==> src/rtl/core/mpfb_pkg.sv <==
// shared types, constants and codes of the page-packed monochrome pixel engine
// no dependencies
`default_nettype none

package mpfb_pkg;

  // display geometry and brightness scaling
  localparam int DISPLAY_WIDTH      = 128;
  localparam int DISPLAY_HEIGHT     = 64;
  localparam int PAGE_ROWS          = 8;
  localparam int BRIGHTNESS_DIVISOR = 256;
  localparam int MAX_LEVEL          = 255;

  localparam int STORE_BYTES = (DISPLAY_WIDTH * DISPLAY_HEIGHT) / PAGE_ROWS;
  localparam int IDX_W       = $clog2(STORE_BYTES);
  localparam int PAGE_SH     = $clog2(PAGE_ROWS);
  localparam int BIT_W       = PAGE_SH;
  localparam int LIN_W       = 16;

  // field widths
  localparam int FUNC_W  = 2;
  localparam int X_W     = 8;
  localparam int Y_W     = 7;
  localparam int COLOR_W = 8;
  localparam int REG_W   = 8;
  localparam int CIDX_W  = 2;

  // brightness compare width: weighted sum vs threshold times divisor
  localparam int SUM_W  = $clog2(3 * 255 * 255 + 1);
  localparam int THRD_W = REG_W + $clog2(BRIGHTNESS_DIVISOR + 1);
  localparam int CMP_W  = (SUM_W > THRD_W) ? SUM_W : THRD_W;

  // command queue between front and back
  localparam int QDEPTH = 2;
  localparam int QPTR_W = $clog2(QDEPTH);
  localparam int QCNT_W = $clog2(QDEPTH + 1);

  typedef enum logic [FUNC_W-1:0] {
    FN_SET  = 2'd0,
    FN_DRAW = 2'd1,
    FN_READ = 2'd2
  } func_t;

  typedef enum logic [CIDX_W-1:0] {
    CFG_RED   = 2'd0,
    CFG_GREEN = 2'd1,
    CFG_BLUE  = 2'd2,
    CFG_THR   = 2'd3
  } cfg_idx_t;

  typedef enum logic [1:0] {
    BK_CLEAR,
    BK_IDLE,
    BK_RMW,
    BK_READ
  } bk_state_t;

  typedef struct packed {
    logic [REG_W-1:0] red_weight;
    logic [REG_W-1:0] green_weight;
    logic [REG_W-1:0] blue_weight;
    logic [REG_W-1:0] lit_threshold;
  } cfg_t;

  typedef struct packed {
    func_t            op;
    logic             in_range;
    logic [IDX_W-1:0] idx;
    logic [BIT_W-1:0] bit_sel;
    logic             lit;
  } cmd_t;

endpackage

`default_nettype wire

==> src/rtl/core/mpfb_queue.sv <==
// short command queue decoupling front and back
// depends on mpfb_pkg
`default_nettype none

module mpfb_queue (
  input  wire logic           clk,
  input  wire logic           rst_n,
  input  wire logic           push,
  input  wire mpfb_pkg::cmd_t push_cmd,
  output      logic           full,
  input  wire logic           pop,
  output      logic           head_valid,
  output      mpfb_pkg::cmd_t head_cmd
);

  mpfb_pkg::cmd_t               slot_r [mpfb_pkg::QDEPTH];
  logic [mpfb_pkg::QPTR_W-1:0]  wr_ptr_r;
  logic [mpfb_pkg::QPTR_W-1:0]  wr_ptr_nxt;
  logic [mpfb_pkg::QPTR_W-1:0]  rd_ptr_r;
  logic [mpfb_pkg::QPTR_W-1:0]  rd_ptr_nxt;
  logic [mpfb_pkg::QCNT_W-1:0]  cnt_r;
  logic [mpfb_pkg::QCNT_W-1:0]  cnt_nxt;
  logic                         do_push;
  logic                         do_pop;

  assign full       = cnt_r == mpfb_pkg::QCNT_W'(mpfb_pkg::QDEPTH);
  assign head_valid = cnt_r != '0;
  assign head_cmd   = slot_r[rd_ptr_r];
  assign do_push    = push && !full;
  assign do_pop     = pop && head_valid;

  always_comb begin
    wr_ptr_nxt = wr_ptr_r;
    rd_ptr_nxt = rd_ptr_r;
    cnt_nxt    = cnt_r;
    if (do_push) begin
      wr_ptr_nxt = (wr_ptr_r == mpfb_pkg::QPTR_W'(mpfb_pkg::QDEPTH - 1)) ? '0
                   : wr_ptr_r + 1'b1;
    end
    if (do_pop) begin
      rd_ptr_nxt = (rd_ptr_r == mpfb_pkg::QPTR_W'(mpfb_pkg::QDEPTH - 1)) ? '0
                   : rd_ptr_r + 1'b1;
    end
    if (do_push && !do_pop) begin
      cnt_nxt = cnt_r + 1'b1;
    end else if (do_pop && !do_push) begin
      cnt_nxt = cnt_r - 1'b1;
    end
  end

  always_ff @(posedge clk) begin
    if (!rst_n) begin
      wr_ptr_r <= '0;
      rd_ptr_r <= '0;
      cnt_r    <= '0;
    end else begin
      wr_ptr_r <= wr_ptr_nxt;
      rd_ptr_r <= rd_ptr_nxt;
      cnt_r    <= cnt_nxt;
    end
  end

  always_ff @(posedge clk) begin
    if (do_push) begin
      slot_r[wr_ptr_r] <= push_cmd;
    end
  end

endmodule

`default_nettype wire

==> config.mk <==
export PLATFORM = sky130hd
export DESIGN_NAME = mpfb_queue
export DESIGN_NICKNAME = d
export VERILOG_FILES = /design/src/rtl/core/mpfb_pkg.sv /design/src/rtl/core/mpfb_queue.sv
export SDC_FILE = /design/constraint.sdc
export NUM_CORES = 1
export LEC_CHECK = 0
export ABC_AREA = 1
export BUFFER_PORTS_ARGS = -buffer_cell sky130_fd_sc_hd__buf_2
export CORE_UTILIZATION = 55
export DETAILED_ROUTE_END_ITERATION = 7
export PLACE_DENSITY = 0.93
export RECOVER_POWER = 50
export REMOVE_ABC_BUFFERS = 1
export SLEW_MARGIN = 20
export SYNTH_ARGS = -nofsm -noshare
export SYNTH_HDL_FRONTEND = slang
export SYNTH_SLANG_ARGS = --single-unit
==> constraint.sdc <==
create_clock -name clk -period 2.7 [get_ports clk]
set_input_delay 0.54 -clock clk [delete_from_list [all_inputs] [get_ports clk]]
set_output_delay 0.54 -clock clk [all_outputs]
set_load 0.02 [all_outputs]
* Yosys cells after proc, flatten, opt, wreduce, memory -nomap -nowiden
Memory sizes are Yosys's and may differ from the RTL's. A register that Yosys moved wholly into a read port is not among the register bits.
Cells that the tools add are included.
** Word-level totals
- Logic and storage cells :: 26
- Memory bits (writable) :: 34
- Input bits :: 21
- Output and inout port bits :: 19
- Bits in registers :: 4
- Memories :: 1
** Memories
- slot_r :: depth 2, width 17, rd ports 1, clocked after memory_dff 1, write ports 1, RTL line mpfb_queue.sv:16 : mpfb_pkg::cmd_t slot_r [mpfb_pkg::QDEPTH];
** Cells by class
- Reductions and logical operators :: 9
- Mux-type cells :: 8
- Equal/unequal tests :: 1
- Add/subtract/negate cells :: 4
** Operators with widths (count)
- $mux 1 :: 6
- $logic_and 1x1->1 :: 4
- $mux 2 :: 2
- $reduce_bool 2->1 :: 2
- $logic_not 1->1 :: 3
- $add 1x1->1 const B :: 2
- $add 2x1->2 const B :: 1
- $eq 2x2->1 const B :: 1
- $sub 2x1->2 const B :: 1

* Depth between registers and ports, before layout
- Depth in word-level cells :: 7
- Gate-level depth with buffers :: 10
- Gate-level depth less buffers :: 10

* Worst setup path before layout
No wires, ideal clock.
- Path type :: input-to-reg
- Start :: input port push
- End :: memory slot_r[1][0] in the netlist's numbering (enable)
- Slack :: 0.968 ns
- Data arrival time :: 1.342 ns
- Stages :: 2
- Setup time :: 0.391 ns
- Path through :: o21ai_2 > nor2_1
** On the way
- Longest elaborated chain between the ends :: 3
** RTL lines
- from (decl) :: RTL line mpfb_queue.sv:8 : input wire logic push,
- $logic_and 1x1->1 :: RTL line mpfb_queue.sv:29 : assign do_push = push && !full;
- $mux 1 :: RTL line mpfb_queue.sv:64 : if (do_push) begin
- $mux 1 (implied by the code) :: RTL line mpfb_queue.sv:65 : slot_r[wr_ptr_r] <= push_cmd;
- to (decl) :: RTL line mpfb_queue.sv:16
Every way passes these cells.

==> flow_summary.json <==
{
  "finalSetupViolCount": 0,
  "detail-route-antenna-nets": 0,
  "cp_cell_sequence": "buf_4, mux2_2, buf_2",
  "path_class": "reg -> out",
  "cp-end-kind": "output port",
  "timing.rr.start": "cnt_r[1]",
  "drv_cap": 0,
  "holdCritPathClass": "in -> reg",
  "final_layout_size_suffix_gt1_share_pct": 37.68,
  "critical_path_required_ps": 2160,
  "synth_area_per_cell_sq_um": 16.96,
  "syn_area_sq_mm": 0.001526,
  "tns_ps": 0,
  "synth_cell_types": 16,
  "grt_overflow": 0,
  "grt_max_degree": 18,
  "clock.fmax_mhz": 449.3,
  "cp-start-kind": "flip-flop",
  "regToRegEndpoint": "slot_r[1][9]",
  "p_leak_nw": 0.7059,
  "synth.most_common_cell": "edfxtp_1",
  "cts_tree": "done",
  "cts-hold-fix-buffers": 0,
  "root_buffer": "clkbuf_4",
  "post_drt_wl_per_cell_microns": 15.53,
  "route.met2.wl_microns": 1371,
  "whs_endpoint": "slot_r[1][0]",
  "fp-row-count": 18,
  "drc_errors": 0,
  "clockBufferDepth": 2,
  "min_path_cells": 1,
  "track_usage_pct": 21.51,
  "ir_drop_uv": 647.2,
  "status": "complete, no violations",
  "cp_max_fo": 10,
  "clock-sinks": 39,
  "synthCells": 90,
  "ff_latch_area_sq_mm": 0.001121,
  "hold_viol_final": 0,
  "nets": 159,
  "synth-edff-count": 34,
  "coreArea_sq_mm": 0.002545,
  "seq_area_frac_synth_pct": 73.44,
  "max_stage_delay_ps": 550,
  "dpl.hpwl_microns": 1913,
  "synth_top_area_cell": "edfxtp_1",
  "dr_wl_met3_microns": 162,
  "place_ws_ps": 831.1,
  "drt_pass1_iterations": 4,
  "reg2reg_slack_ps": 820,
  "die_width_microns": 54.68,
  "wirelength_microns": 2609,
  "maxSlewHeadroom_pct": 35.78,
  "post-cts-setup-buffer-count": 0,
  "die_height_microns": 54.68,
  "highest_layer": "met4",
  "syn2layout_area_growth_pct": 16.48,
  "die_area_sq_mm": 0.002990,
  "tightest_slew_ps": 963.3,
  "antenna_found_initial": 0,
  "multi_input_area_sq_um": 340.3,
  "floorplan.initialDensity_pct": 59.98,
  "cts_max_level": 2,
  "min_period_ps": 2225,
  "nFillCells": 192,
  "numCtsBuffers": 5,
  "drt_iter0_drc": 15,
  "gp_congestion": 0.6193,
  "post_cts_resized": 0,
  "synth_seq_cells": 39,
  "cp.arrival_ps": 1690,
  "ios": 40,
  "synth_top_flop_cell": "edfxtp_1",
  "vias": 863,
  "grt_pass1_wl_microns": 4008,
  "clk_latency_ps": 340,
  "grt_pass1_vias": 861,
  "routed_via_density": 5.137,
  "fin_util_pct": 69.86,
  "maxSlewViolCount": 0,
  "clk_pin_slew_ps": 110,
  "synth.top_cell.area_share_pct": 66.89,
  "post-route-period-util_pct": 82.43,
  "rsz0062_at_grt": "false",
  "reg2reg_depth": 4,
  "yosysWarnings": 0,
  "power_density_mw_per_mm2": 910.0,
  "fin_area_sq_mm": 0.001778,
  "finClkSkew_ps": 9.371,
  "total_power_mw": 1.618,
  "crit_slowest_cell": "dfxtp_1",
  "synthArstFlopShare_pct": 0,
  "synth_area_leaders": "edfxtp_1 67%, mux2_4 9.8%, dfxtp_1 6.6%",
  "setup_slack_ps": 474.5,
  "synth_common_cells": "34 x edfxtp_1, 10 x mux2_4, 9 x nor2_1",
  "port_buffers": 39,
  "wl_met1_microns": 1036,
  "antenna_cells": 0,
  "placed_cell_area_sq_mm": 0.001750,
  "min_from": "push_cmd[0]"
}
report_power, final:
group          total (mW)  switching (mW)  internal (mW)
clock network       0.279           0.175          0.104
logic               0.525           0.307          0.217
registers           0.815          0.0492          0.765
worst max path at each step:
stage	slack [ps]	end
2_1_floorplan	930	head_cmd[0]
3_3_place_gp	870	head_cmd[3]
3_5_place_dp	830	head_cmd[3]
4_1_cts	430	head_cmd[3]
5_1_grt	340	head_cmd[3]
6_report	470	head_cmd[3]
worst max-delay path: cells and delay by family (launching register included):
kind,cells,cell delay [ps]
mux,1,350
flops,1,550
buf+inv,2,460
routing by layer:
metal | track usage [%] | up-vias
met2 | 35.34 | 36
met3 | 10.00 | 4
li1 | - | 417
met4 | 8.974 | 0
met5 | 0 | -
met1 | 23.78 | 406
area by class of cell:
type | count | share of cell area (%)
well taps | 30 | 2.111
inverters | 8 | 1.689
clock buffers | 8 | 2.745
repair buffers | 42 | 11.26
flip-flops and latches | 39 | 63.05
multi-input cells | 41 | 19.14
flip-flops by register name (all words and copies together) (netlist names), named ones only:
| name | flops |
|---|---|
| cnt_r | 2 |
| wr_ptr_r | 1 |
| rd_ptr_r | 1 |
| slot_r | 34 |
stage by stage:
step                      std cells  hold slack (ps)
after floorplan                  88            466.9
after global placement          160            482.7
after detailed placement        160            518.4
after CTS                       168            364.6
after global routing            168            347.6
final                           168            383.0
cells by family (layout without fill, tap and decap cells):
group	after synthesis	count (layout)	synth area share, %
fa+ha+maj	1	1	0.8195
mux	17	17	15.00
simple gates	18	18	4.672
flops	39	39	73.44
buf+inv	10	58	4.016
compound gates	5	5	2.049
layout by cell type, fill, tap and decap left out:
master / netlist / final
a21oi_1: 1 / 1
buf_2: 0 / 28
buf_4: 0 / 2
clkbuf_1: 0 / 15
clkbuf_4: 0 / 5
dfxtp_1: 5 / 5
edfxtp_1: 34 / 34
ha_1: 1 / 1
inv_1: 8 / 8
mux2_2: 7 / 7
mux2_4: 10 / 10
nand2_1: 7 / 7
nand3_1: 1 / 1
nand4_1: 1 / 1
nor2_1: 9 / 9
o21a_1: 1 / 1
o21ai_0: 2 / 3
Note: power is estimated with default switching activity, not from simulation.
