<file path="config.mk">
export PLATFORM = sky130hd
export DESIGN_NAME = mpfb_front
export DESIGN_NICKNAME = d
export VERILOG_FILES = /design/src/rtl/core/mpfb_pkg.sv /design/src/rtl/core/mpfb_front.sv
export SDC_FILE = /design/constraint.sdc
export NUM_CORES = 1
export LEC_CHECK = 0
export BUFFER_PORTS_ARGS = -buffer_cell sky130_fd_sc_hd__buf_2
export CORE_MARGIN = 2
export CORE_UTILIZATION = 50
export DETAILED_ROUTE_END_ITERATION = 10
export GPL_ROUTABILITY_DRIVEN = 0
export MAX_ROUTING_LAYER = met4
export PLACE_DENSITY = 0.71
export SYNTH_ARGS = -nofsm -noshare
export SYNTH_HDL_FRONTEND = slang
export SYNTH_SLANG_ARGS = --single-unit
</file>
<file path="constraint.sdc">
create_clock -name vclk -period 19.38
set_input_delay 0 -clock vclk [all_inputs]
set_output_delay 0 -clock vclk [all_outputs]
set_load 0.02 [all_outputs]
</file>
<file path="src/rtl/core/mpfb_pkg.sv">
// shared types, constants and codes of the page-packed monochrome pixel engine
// no dependencies
`default_nettype none

package mpfb_pkg;

  // display geometry and brightness scaling
  localparam int DISPLAY_WIDTH      = 128;
  localparam int DISPLAY_HEIGHT     = 64;
  localparam int PAGE_ROWS          = 8;
  localparam int BRIGHTNESS_DIVISOR = 256;
  localparam int MAX_LEVEL          = 255;

  localparam int STORE_BYTES = (DISPLAY_WIDTH * DISPLAY_HEIGHT) / PAGE_ROWS;
  localparam int IDX_W       = $clog2(STORE_BYTES);
  localparam int PAGE_SH     = $clog2(PAGE_ROWS);
  localparam int BIT_W       = PAGE_SH;
  localparam int LIN_W       = 16;

  // field widths
  localparam int FUNC_W  = 2;
  localparam int X_W     = 8;
  localparam int Y_W     = 7;
  localparam int COLOR_W = 8;
  localparam int REG_W   = 8;
  localparam int CIDX_W  = 2;

  // brightness compare width: weighted sum vs threshold times divisor
  localparam int SUM_W  = $clog2(3 * 255 * 255 + 1);
  localparam int THRD_W = REG_W + $clog2(BRIGHTNESS_DIVISOR + 1);
  localparam int CMP_W  = (SUM_W > THRD_W) ? SUM_W : THRD_W;

  // command queue between front and back
  localparam int QDEPTH = 2;
  localparam int QPTR_W = $clog2(QDEPTH);
  localparam int QCNT_W = $clog2(QDEPTH + 1);

  typedef enum logic [FUNC_W-1:0] {
    FN_SET  = 2'd0,
    FN_DRAW = 2'd1,
    FN_READ = 2'd2
  } func_t;

  typedef enum logic [CIDX_W-1:0] {
    CFG_RED   = 2'd0,
    CFG_GREEN = 2'd1,
    CFG_BLUE  = 2'd2,
    CFG_THR   = 2'd3
  } cfg_idx_t;

  typedef enum logic [1:0] {
    BK_CLEAR,
    BK_IDLE,
    BK_RMW,
    BK_READ
  } bk_state_t;

  typedef struct packed {
    logic [REG_W-1:0] red_weight;
    logic [REG_W-1:0] green_weight;
    logic [REG_W-1:0] blue_weight;
    logic [REG_W-1:0] lit_threshold;
  } cfg_t;

  typedef struct packed {
    func_t            op;
    logic             in_range;
    logic [IDX_W-1:0] idx;
    logic [BIT_W-1:0] bit_sel;
    logic             lit;
  } cmd_t;

endpackage

`default_nettype wire

</file>
<file path="src/rtl/core/mpfb_front.sv">
// front end: accepts items, clips coordinates, evaluates set-colour brightness
// depends on mpfb_pkg
`default_nettype none

module mpfb_front (
  input  wire logic                          in_tvalid,
  output      logic                          in_tready,
  input  wire logic [mpfb_pkg::FUNC_W-1:0]   in_func,
  input  wire logic [mpfb_pkg::X_W-1:0]      in_x_coord,
  input  wire logic [mpfb_pkg::Y_W-1:0]      in_y_coord,
  input  wire logic [mpfb_pkg::COLOR_W-1:0]  in_red,
  input  wire logic [mpfb_pkg::COLOR_W-1:0]  in_green,
  input  wire logic [mpfb_pkg::COLOR_W-1:0]  in_blue,
  input  wire mpfb_pkg::cfg_t                cfg,
  input  wire logic                          clear_busy,
  input  wire logic                          q_full,
  output      logic                          q_push,
  output      mpfb_pkg::cmd_t                q_cmd
);

  logic                                x_ok;
  logic                                y_ok;
  logic [mpfb_pkg::LIN_W-1:0]          lin;
  logic                                lin_ok;
  logic                                in_rng;
  logic [2*mpfb_pkg::COLOR_W-1:0]      prod_r;
  logic [2*mpfb_pkg::COLOR_W-1:0]      prod_g;
  logic [2*mpfb_pkg::COLOR_W-1:0]      prod_b;
  logic [mpfb_pkg::CMP_W-1:0]          bsum;
  logic [mpfb_pkg::CMP_W-1:0]          thr_scaled;
  logic                                lit;
  logic                                accept;

  assign in_tready = !clear_busy && !q_full;
  assign accept    = in_tvalid && in_tready;

  // clipping and page addressing
  assign x_ok   = {1'b0, in_x_coord} < (mpfb_pkg::X_W + 1)'(mpfb_pkg::DISPLAY_WIDTH);
  assign y_ok   = {1'b0, in_y_coord} < (mpfb_pkg::Y_W + 1)'(mpfb_pkg::DISPLAY_HEIGHT);
  assign lin    = mpfb_pkg::LIN_W'(in_y_coord >> mpfb_pkg::PAGE_SH)
                  * mpfb_pkg::LIN_W'(mpfb_pkg::DISPLAY_WIDTH)
                  + mpfb_pkg::LIN_W'(in_x_coord);
  assign lin_ok = lin < mpfb_pkg::LIN_W'(mpfb_pkg::STORE_BYTES);
  assign in_rng = x_ok && y_ok && lin_ok;

  // floor(sum / div) >= thr  <=>  sum >= thr * div, saturation only matters via max level
  assign prod_r     = (2*mpfb_pkg::COLOR_W)'(in_red)   * (2*mpfb_pkg::COLOR_W)'(cfg.red_weight);
  assign prod_g     = (2*mpfb_pkg::COLOR_W)'(in_green) * (2*mpfb_pkg::COLOR_W)'(cfg.green_weight);
  assign prod_b     = (2*mpfb_pkg::COLOR_W)'(in_blue)  * (2*mpfb_pkg::COLOR_W)'(cfg.blue_weight);
  assign bsum       = mpfb_pkg::CMP_W'(prod_r) + mpfb_pkg::CMP_W'(prod_g)
                      + mpfb_pkg::CMP_W'(prod_b);
  assign thr_scaled = mpfb_pkg::CMP_W'(cfg.lit_threshold)
                      * mpfb_pkg::CMP_W'(mpfb_pkg::BRIGHTNESS_DIVISOR);
  assign lit        = (bsum >= thr_scaled)
                      && (mpfb_pkg::CMP_W'(mpfb_pkg::MAX_LEVEL)
                          >= mpfb_pkg::CMP_W'(cfg.lit_threshold));

  always_comb begin
    q_cmd.op       = mpfb_pkg::FN_SET;
    q_cmd.in_range = in_rng;
    q_cmd.idx      = lin[mpfb_pkg::IDX_W-1:0];
    q_cmd.bit_sel  = in_y_coord[mpfb_pkg::BIT_W-1:0];
    q_cmd.lit      = lit;
    q_push         = 1'b0;
    case (in_func)
      mpfb_pkg::FN_SET: begin
        q_cmd.op = mpfb_pkg::FN_SET;
        q_push   = accept;
      end
      mpfb_pkg::FN_DRAW: begin
        // clipped draws are dropped here
        q_cmd.op = mpfb_pkg::FN_DRAW;
        q_push   = accept && in_rng;
      end
      mpfb_pkg::FN_READ: begin
        q_cmd.op = mpfb_pkg::FN_READ;
        q_push   = accept;
      end
      default: begin
        q_push = 1'b0;
      end
    endcase
  end

endmodule

`default_nettype wire

</file>
; After elaboration in Yosys (flattened, before gate mapping)
; Cells that the tools add are included.
[totals]
latchBits = 0
ramBits = 0
ff_bits = 0
mem_count = 0
word_cells = 23
rom_bits = 0
[classes]
multipliers = 3
eq_ne = 2
addsub = 3
div_mod_pow = 0
n_bitwise = 0
shift = 0
n_reduce_logical = 9
mux = 2
n_lt_le_gt_ge = 4
[op_table]
columns = cell, n
row1 = $mul 8x8->16, 3
row2 = $add 17x16->18, 1
row3 = $ge 18x16->1, 1
row4 = $add 16x16->17, 1
row5 = $add 11x8->12, 1
row6 = $lt 12x11->1 const B, 1
row7 = $lt 8x8->1 const B, 1
row8 = $lt 7x7->1 const B, 1
row9 = $logic_and 1x1->1, 5
row10 = $pmux 2 s2, 1
row11 = $eq 2x1->1 const B, 1
row12 = $eq 2x2->1 const B, 1
row13 = $logic_not 1->1, 2
row14 = $logic_not 2->1, 1
row15 = $pmux 1 s2, 1
row16 = $reduce_or 2->1, 1

; Logic depth before layout (Yosys ltp)
; Gate-level depths: netlist (run 1).
[depth]
word_depth = 5
ltp_mapped = 27
mapped_depth_nobuf = 26

; Worst setup path before layout (run 1)
; Ideal clock, no wire load.
[synth_timing]
path_kind = input -> output
start = input cfg[24] (netlist bit)
end = output q_cmd[0] (netlist bit)
t_required_ns = 19.380
t_arrival_ns = 6.181
slack_ns = 13.199
path_stages = 25
n_path_buf = 1
cell_sequence = and2_1 -> fa_1 -> fa_1 -> inv_1 -> fa_1 -> fa_1 -> inv_1 -> fa_1 -> fa_1 -> inv_1 -> fa_1 -> inv_1 -> ha_1 -> o21ai_0 -> a21oi_1 -> o211ai_1 -> a21boi_2 -> mux2i_1 -> o2111ai_1 -> ha_1 -> a21oi_1 -> nand2_1 -> a221oi_1 -> nand4_1 -> buf_4
[synth_between]
elab_chain_cells = 4
[synth_lines]
columns = item, line_no
row1 = "start, declared", mpfb_front.sv:14  ; input wire mpfb_pkg::cfg_t cfg,
row2 = $mul 8x8->16, mpfb_front.sv:47  ; assign prod_r = (2*mpfb_pkg::COLOR_W)'(in_red) * (2*mpfb_pkg::COLOR_W)'(cfg.red_weight);
row3 = $add 16x16->17, mpfb_front.sv:50  ; assign bsum = mpfb_pkg::CMP_W'(prod_r) + mpfb_pkg::CMP_W'(prod_g)
row4 = $add 17x16->18, mpfb_front.sv:51  ; + mpfb_pkg::CMP_W'(prod_b);
row5 = $ge 18x16->1, mpfb_front.sv:54  ; assign lit = (bsum >= thr_scaled)
row6 = "end, declared", mpfb_front.sv:18  ; output mpfb_pkg::cmd_t q_cmd
; Every way passes these cells.

==> impl_results.md, run 1 <==
* Row cnt at 43
* GRT overflow at 0
* Final TNS setup at 0 ns
* DR iter-0 viols at 241
* Number of global-route vias before repair at about 5,300
* Die ar. at ~0.015 mm^2
* RSZ-0062 raised after global routing: false
* DP Wirelength at roughly 13 mm
* Post_cts resized at 0
* Hold Crit Class: in2out
* Post-CTS Setup Inserts at 0
* Final Hold Vio Count at 0
* IO buf count at between 70 and 80
* Top-Level Pins at 95
* Tightest Pin Transition at about 0.32 ns
* Seq/Total Area, Yosys at 0%
* Core ar. at between 0.01 and 0.015 mm^2
* Average size of a mapped cell at just under 9 um^2
* Routed Wire Length at roughly 14 mm
* Worst-path fanout max at 8
* DR WL/cell at between 10 and 15 um
* Seq_cells at 0
* Worst path max stage delay at about 0.55 ns
* Syn. warnings at 0
* Remaining antenna violation count at 0
* Post-synthesis cell count at 808
* First drt pass iteration count at 7
* Post-synthesis cell type count at 39
* Total GRT Usage at about 21%
* Starting Density at approximately half
* Post-Syn Nets at between 1,000 and 1,500
* CP arrival at 6.67 ns
* Fill cells at between 1,000 and 1,500
* Max Cap Viol at 0
* Pin count of the biggest net entering global routing at 10
* Crit path capture type: primary output
* Final Max Tran Viols at 0
* Ant. Diodes at 0
* Status: finished, final reports clean
* Register area at 0 um^2
* Peak Freq at ~150 MHz
* Vias per cell at just under 5
* Final Setup Violations at 0
* Layout cell share with drive strength beyond 1 at about a tenth
* Crit path top cell by count: fa_1
* Final Cycle Share at roughly a third
* Layout area overhead at 7.069%
* Routed vias at ~5,200
* Startpoint types: input port
* Tmin final at ~6.7 ns
* Slowest-stage cell, CP: fa_1
* Buffers plus inverters on the worst setup path at 6
* # hold bufs at CTS at 0
* Area of the multi-input gates at 0.006216 mm^2
* First-pass GRT wire length at roughly 25 mm
* Critical Path RT at roughly 19 ns
* Setup CP Type: in2out
* Layout Nets at around 1,200
* Post-synth design cell area at 0.007222 mm^2
* Initial antenna violation count at 0
* Drt drc at 0
* Die Height at roughly 120 um
* Slew margin rel. at between 70% and 80%
* Layout clock buffers at 0
* Family with the most delay on the worst path: adder cells
* Die boundary width at 124.2 um
## cell type report
type                       count  area share [%]
inverter                     244           11.84
multi-input combinational    552           80.39
tap                          180           2.913
timing repair buffer          75           4.854
## final timing paths
| kind | startpoint | to | slack, ns | cells past startpoint |
|---|---|---|---|---|
| setup / recovery | cfg[24] | q_cmd[0] | 12.71 | 26 |
| hold / removal | in_y_coord[0] | q_cmd[1] | 0.000009 | 0 |
## synth_stat cells, types with 2 or more instances
| library cell | instances | area (um^2) |
|---|---|---|
| inv_1 | 244 | 915.9 |
| fa_1 | 161 | 3223 |
| and2_1 | 129 | 807.0 |
| ha_1 | 109 | 1364 |
| nand2_1 | 71 | 266.5 |
| buf_4 | 12 | 90.09 |
| nor2_1 | 11 | 41.29 |
| xnor2_1 | 11 | 96.34 |
| a21oi_1 | 9 | 45.04 |
| o21ai_0 | 7 | 35.03 |
| o21a_1 | 5 | 37.54 |
| nor3_1 | 3 | 15.01 |
| a21boi_2 | 2 | 22.52 |
| a31oi_1 | 2 | 12.51 |
| and3_1 | 2 | 12.51 |
| nand3_1 | 2 | 10.01 |
| nor2b_1 | 2 | 12.51 |
| o2111ai_1 | 2 | 17.52 |
| o21ai_1 | 2 | 10.01 |
| or2_2 | 2 | 12.51 |
| xor2_1 | 2 | 17.52 |
## per-layer routing
metal	track usage (%)	routed length, um
met2	35.31	7175
met1	28.85	6222
met3	0.4579	541
met4	1.685	119
met5	-	0
## stage by stage
stage                     setup WS (ns)  utilization [%]  instances  instance area [um^2]  hold WS (ns)
final                             12.71            55.28       1051                  7732   0.000008814
after global routing              12.30            55.28       1051                  7732    0.00003196
after CTS                         12.69            55.28       1051                  7732     0.0001367
after detailed placement          12.69            55.28       1051                  7732     0.0001367
after global placement            12.79            55.28       1051                  7732     0.0001367
after floorplan                   13.20                -        808                  7222       0.07811
## cell families after synthesis
logic type / share of synthesized area [%]
multiplexers: 0.1386
adder cells (fa/ha/maj): 63.51
XOR/XNOR: 1.577
buffers and inverters: 13.93
AND/OR/NAND/NOR: 17.29
AO/OA/AOI/OAI: 3.552
## cells in the final DEF (no fill, tap or decap), types with 2 or more instances in the layout
cell and n:
buf_2 75, nor2_1 11, xnor2_1 11, o2111ai_1 2, o21a_1 5, xor2_1 2, a21oi_1 9, nand3_1 2
or2_2 2, and3_1 2, nor2b_1 2, fa_1 161, o21ai_1 2, and2_1 129, a21boi_2 2, ha_1 109
inv_1 244, nor3_1 3, o21ai_0 7, a31oi_1 2, nand2_1 71
Power of run 1 is not shown: default switching activity piles up to over one toggle a cycle in this logic, so the estimate is an artifact.
==> inputs of run 2 (changes only) <==
- ABC_AREA: unset -> 1
- PLACE_DENSITY: 0.71 -> 0.73
- clock period: 19.38 -> 5.95 ns (I/O delays scaled with it)
==> impl_results.md, run 2 <==
* Status: complete, but fails checks
* Failing checks: negative setup slack
* DR WL/cell at 12.57 um
* DR iter-0 viols at 314
* Starting Density at approximately 50%
* IO buf count at 75
* Top cells by count, synth: 392 x inv_1, 247 x nand2_1, 161 x fa_1
* First drt pass iteration count at 5
* Hold Crit Class: in2out
* Max Cap Viol at 0
* Vias per cell at ~4.7
* Final Cycle Share at 101.6%
* Crit path top cell by count: fa_1
* Syn. warnings at 0
* Post-Syn Nets at 1,393
* Die boundary width at 128.2 um
* Remaining antenna violation count at 0
* Die Height at ~130 um
* Row cnt at between 40 and 50
* GRT overflow at 0
* Total GRT Usage at between 20% and 30%
* Most frequent cells in the layout: 392 x inv_1, 245 x nand2_1, 160 x fa_1
* Register area at 0 um^2
* Die ar. at 0.01643 mm^2
* Post-CTS Setup Inserts at 0
* Layout cell share with drive strength beyond 1 at between 10% and 20%
* Final Util at ~58%
* Slowest-stage cell, CP: fa_1
* Pin count of the biggest net entering global routing at 9
* Top-Level Pins at 95
* Layout Nets at around 1,500
* Slew margin rel. at roughly 82%
* Routed Wire Length at 16.74 mm
* Synth area leaders: fa_1 42%, inv_1 19%, ha_1 18%
* Count leader, synth: inv_1
* Ant. Diodes at 0
* Final setup margin at -0.09230 ns
* Routed vias at ~6,300
* Tmin final at slightly above 6 ns
* RSZ-0062 raised after global routing: true
* Layout area overhead at 13.79%
* Drt drc at 0
* Number of global-route vias before repair at 6,502
* Setup CP Type: in2out
* Worst path max stage delay at ~0.53 ns
* Worst-path fanout max at 5
* First-pass GRT wire length at just under 30 mm
* Final Hold Vio Count at 0
* Critical Path RT at 5.95 ns
* Post-synth design cell area at 0.007712 mm^2
* Final Max Tran Viols at 0
* Core ar. at approximately 0.015 mm^2
* Post-synthesis cell count at approximately 1,000
* # hold bufs at CTS at 0
* CP arrival at 6.04 ns
* Seq_cells at 0
* Average size of a mapped cell at around 7.4 um^2
* Peak Freq at between 150 and 200 MHz
* Most common cell after layout, fill and taps aside: inv_1
* Yosys top cell area share at 41.79%
* Initial antenna violation count at 0
* Tightest Pin Transition at 0.2624 ns
* Cell taking the most area after synthesis: fa_1
* Seq/Total Area, Yosys at 0%
* DP Wirelength at about 16 mm
* Layout clock buffers at 0
* Startpoint types: input port
* Final Setup Violations at 1
* Crit path capture type: primary output
* Post-synthesis cell type count at 26
[run 2: changes by cell type after synthesis, sizes merged, moves of 5 or more]
cell and change:
o21a -5, nor2 +10, clkbuf +48, xor2 +5
nand3 +10, nand2 +182, inv +148, o21ai -5
and2 -129, xnor2 -9
[run 2: area by class of cell]
cell class                      instances  area [um^2]
Fill cell                            1394         6370
Multi-Input combinational cell        594         6063
Inverter                              393         1475
Timing Repair Buffer                  156         1002
Tap cell                              188        235.2
[run 2: per-stage QoR]
stage	worst slack, ns	cells	setup TNS (ns)	hold WS [ns]	cell area [um^2]
2_1_floorplan	0.001633	1047	0	0.07979	7741
3_3_place_gp	-0.1568	1331	-0.1568	0.0001367	8673
3_5_place_dp	-0.2471	1331	-0.2471	0.0001367	8673
4_1_cts	-0.1222	1331	-0.1222	0.0001367	8773
5_1_grt	-0.4335	1331	-0.4335	0.00002926	8776
6_report	-0.09230	1331	-0.09230	0.000008818	8776
[run 2: cell families after synthesis]
group,Yosys count,share of synthesized area [%]
simple gates,296,15.44
buf+inv,453,22.63
fa+ha+maj,270,59.47
compound gates,19,1.428
xor+xnor,9,1.022
[run 2: path summary, 6_finish.rpt]
path                     startpoint  endpoint  slack [ns]  depth (start not counted)
worst max-delay path     in_blue[5]  q_cmd[0]       -0.09                         32
worst min-delay path  in_y_coord[1]  q_cmd[2]    0.000009                          0
[run 2: critical path: cells and delay by family]
family	cells	cell delay [ns]
xor+xnor	1	0.15
fa+ha+maj	9	4.05
compound gates	2	0.28
buf+inv	9	0.75
simple gates	11	0.83
[run 2: layer usage]
metal	track usage (%)	routed length, um	part of all wire [%]	vias up
met4	4.331	378	2.3	0
met2	38.30	8061	48	189
met5	-	0	0	-
li1	-	-	-	3039
met1	30.49	7197	43	3010
met3	2.170	1098	6.6	26
[run 2: what timing repair did]
item                       4_1_cts  5_1_grt
resized for setup               20        1
pin swaps                       16        6
setup endpoints to repair        1        1
Power of run 2 is left out for the same reason.
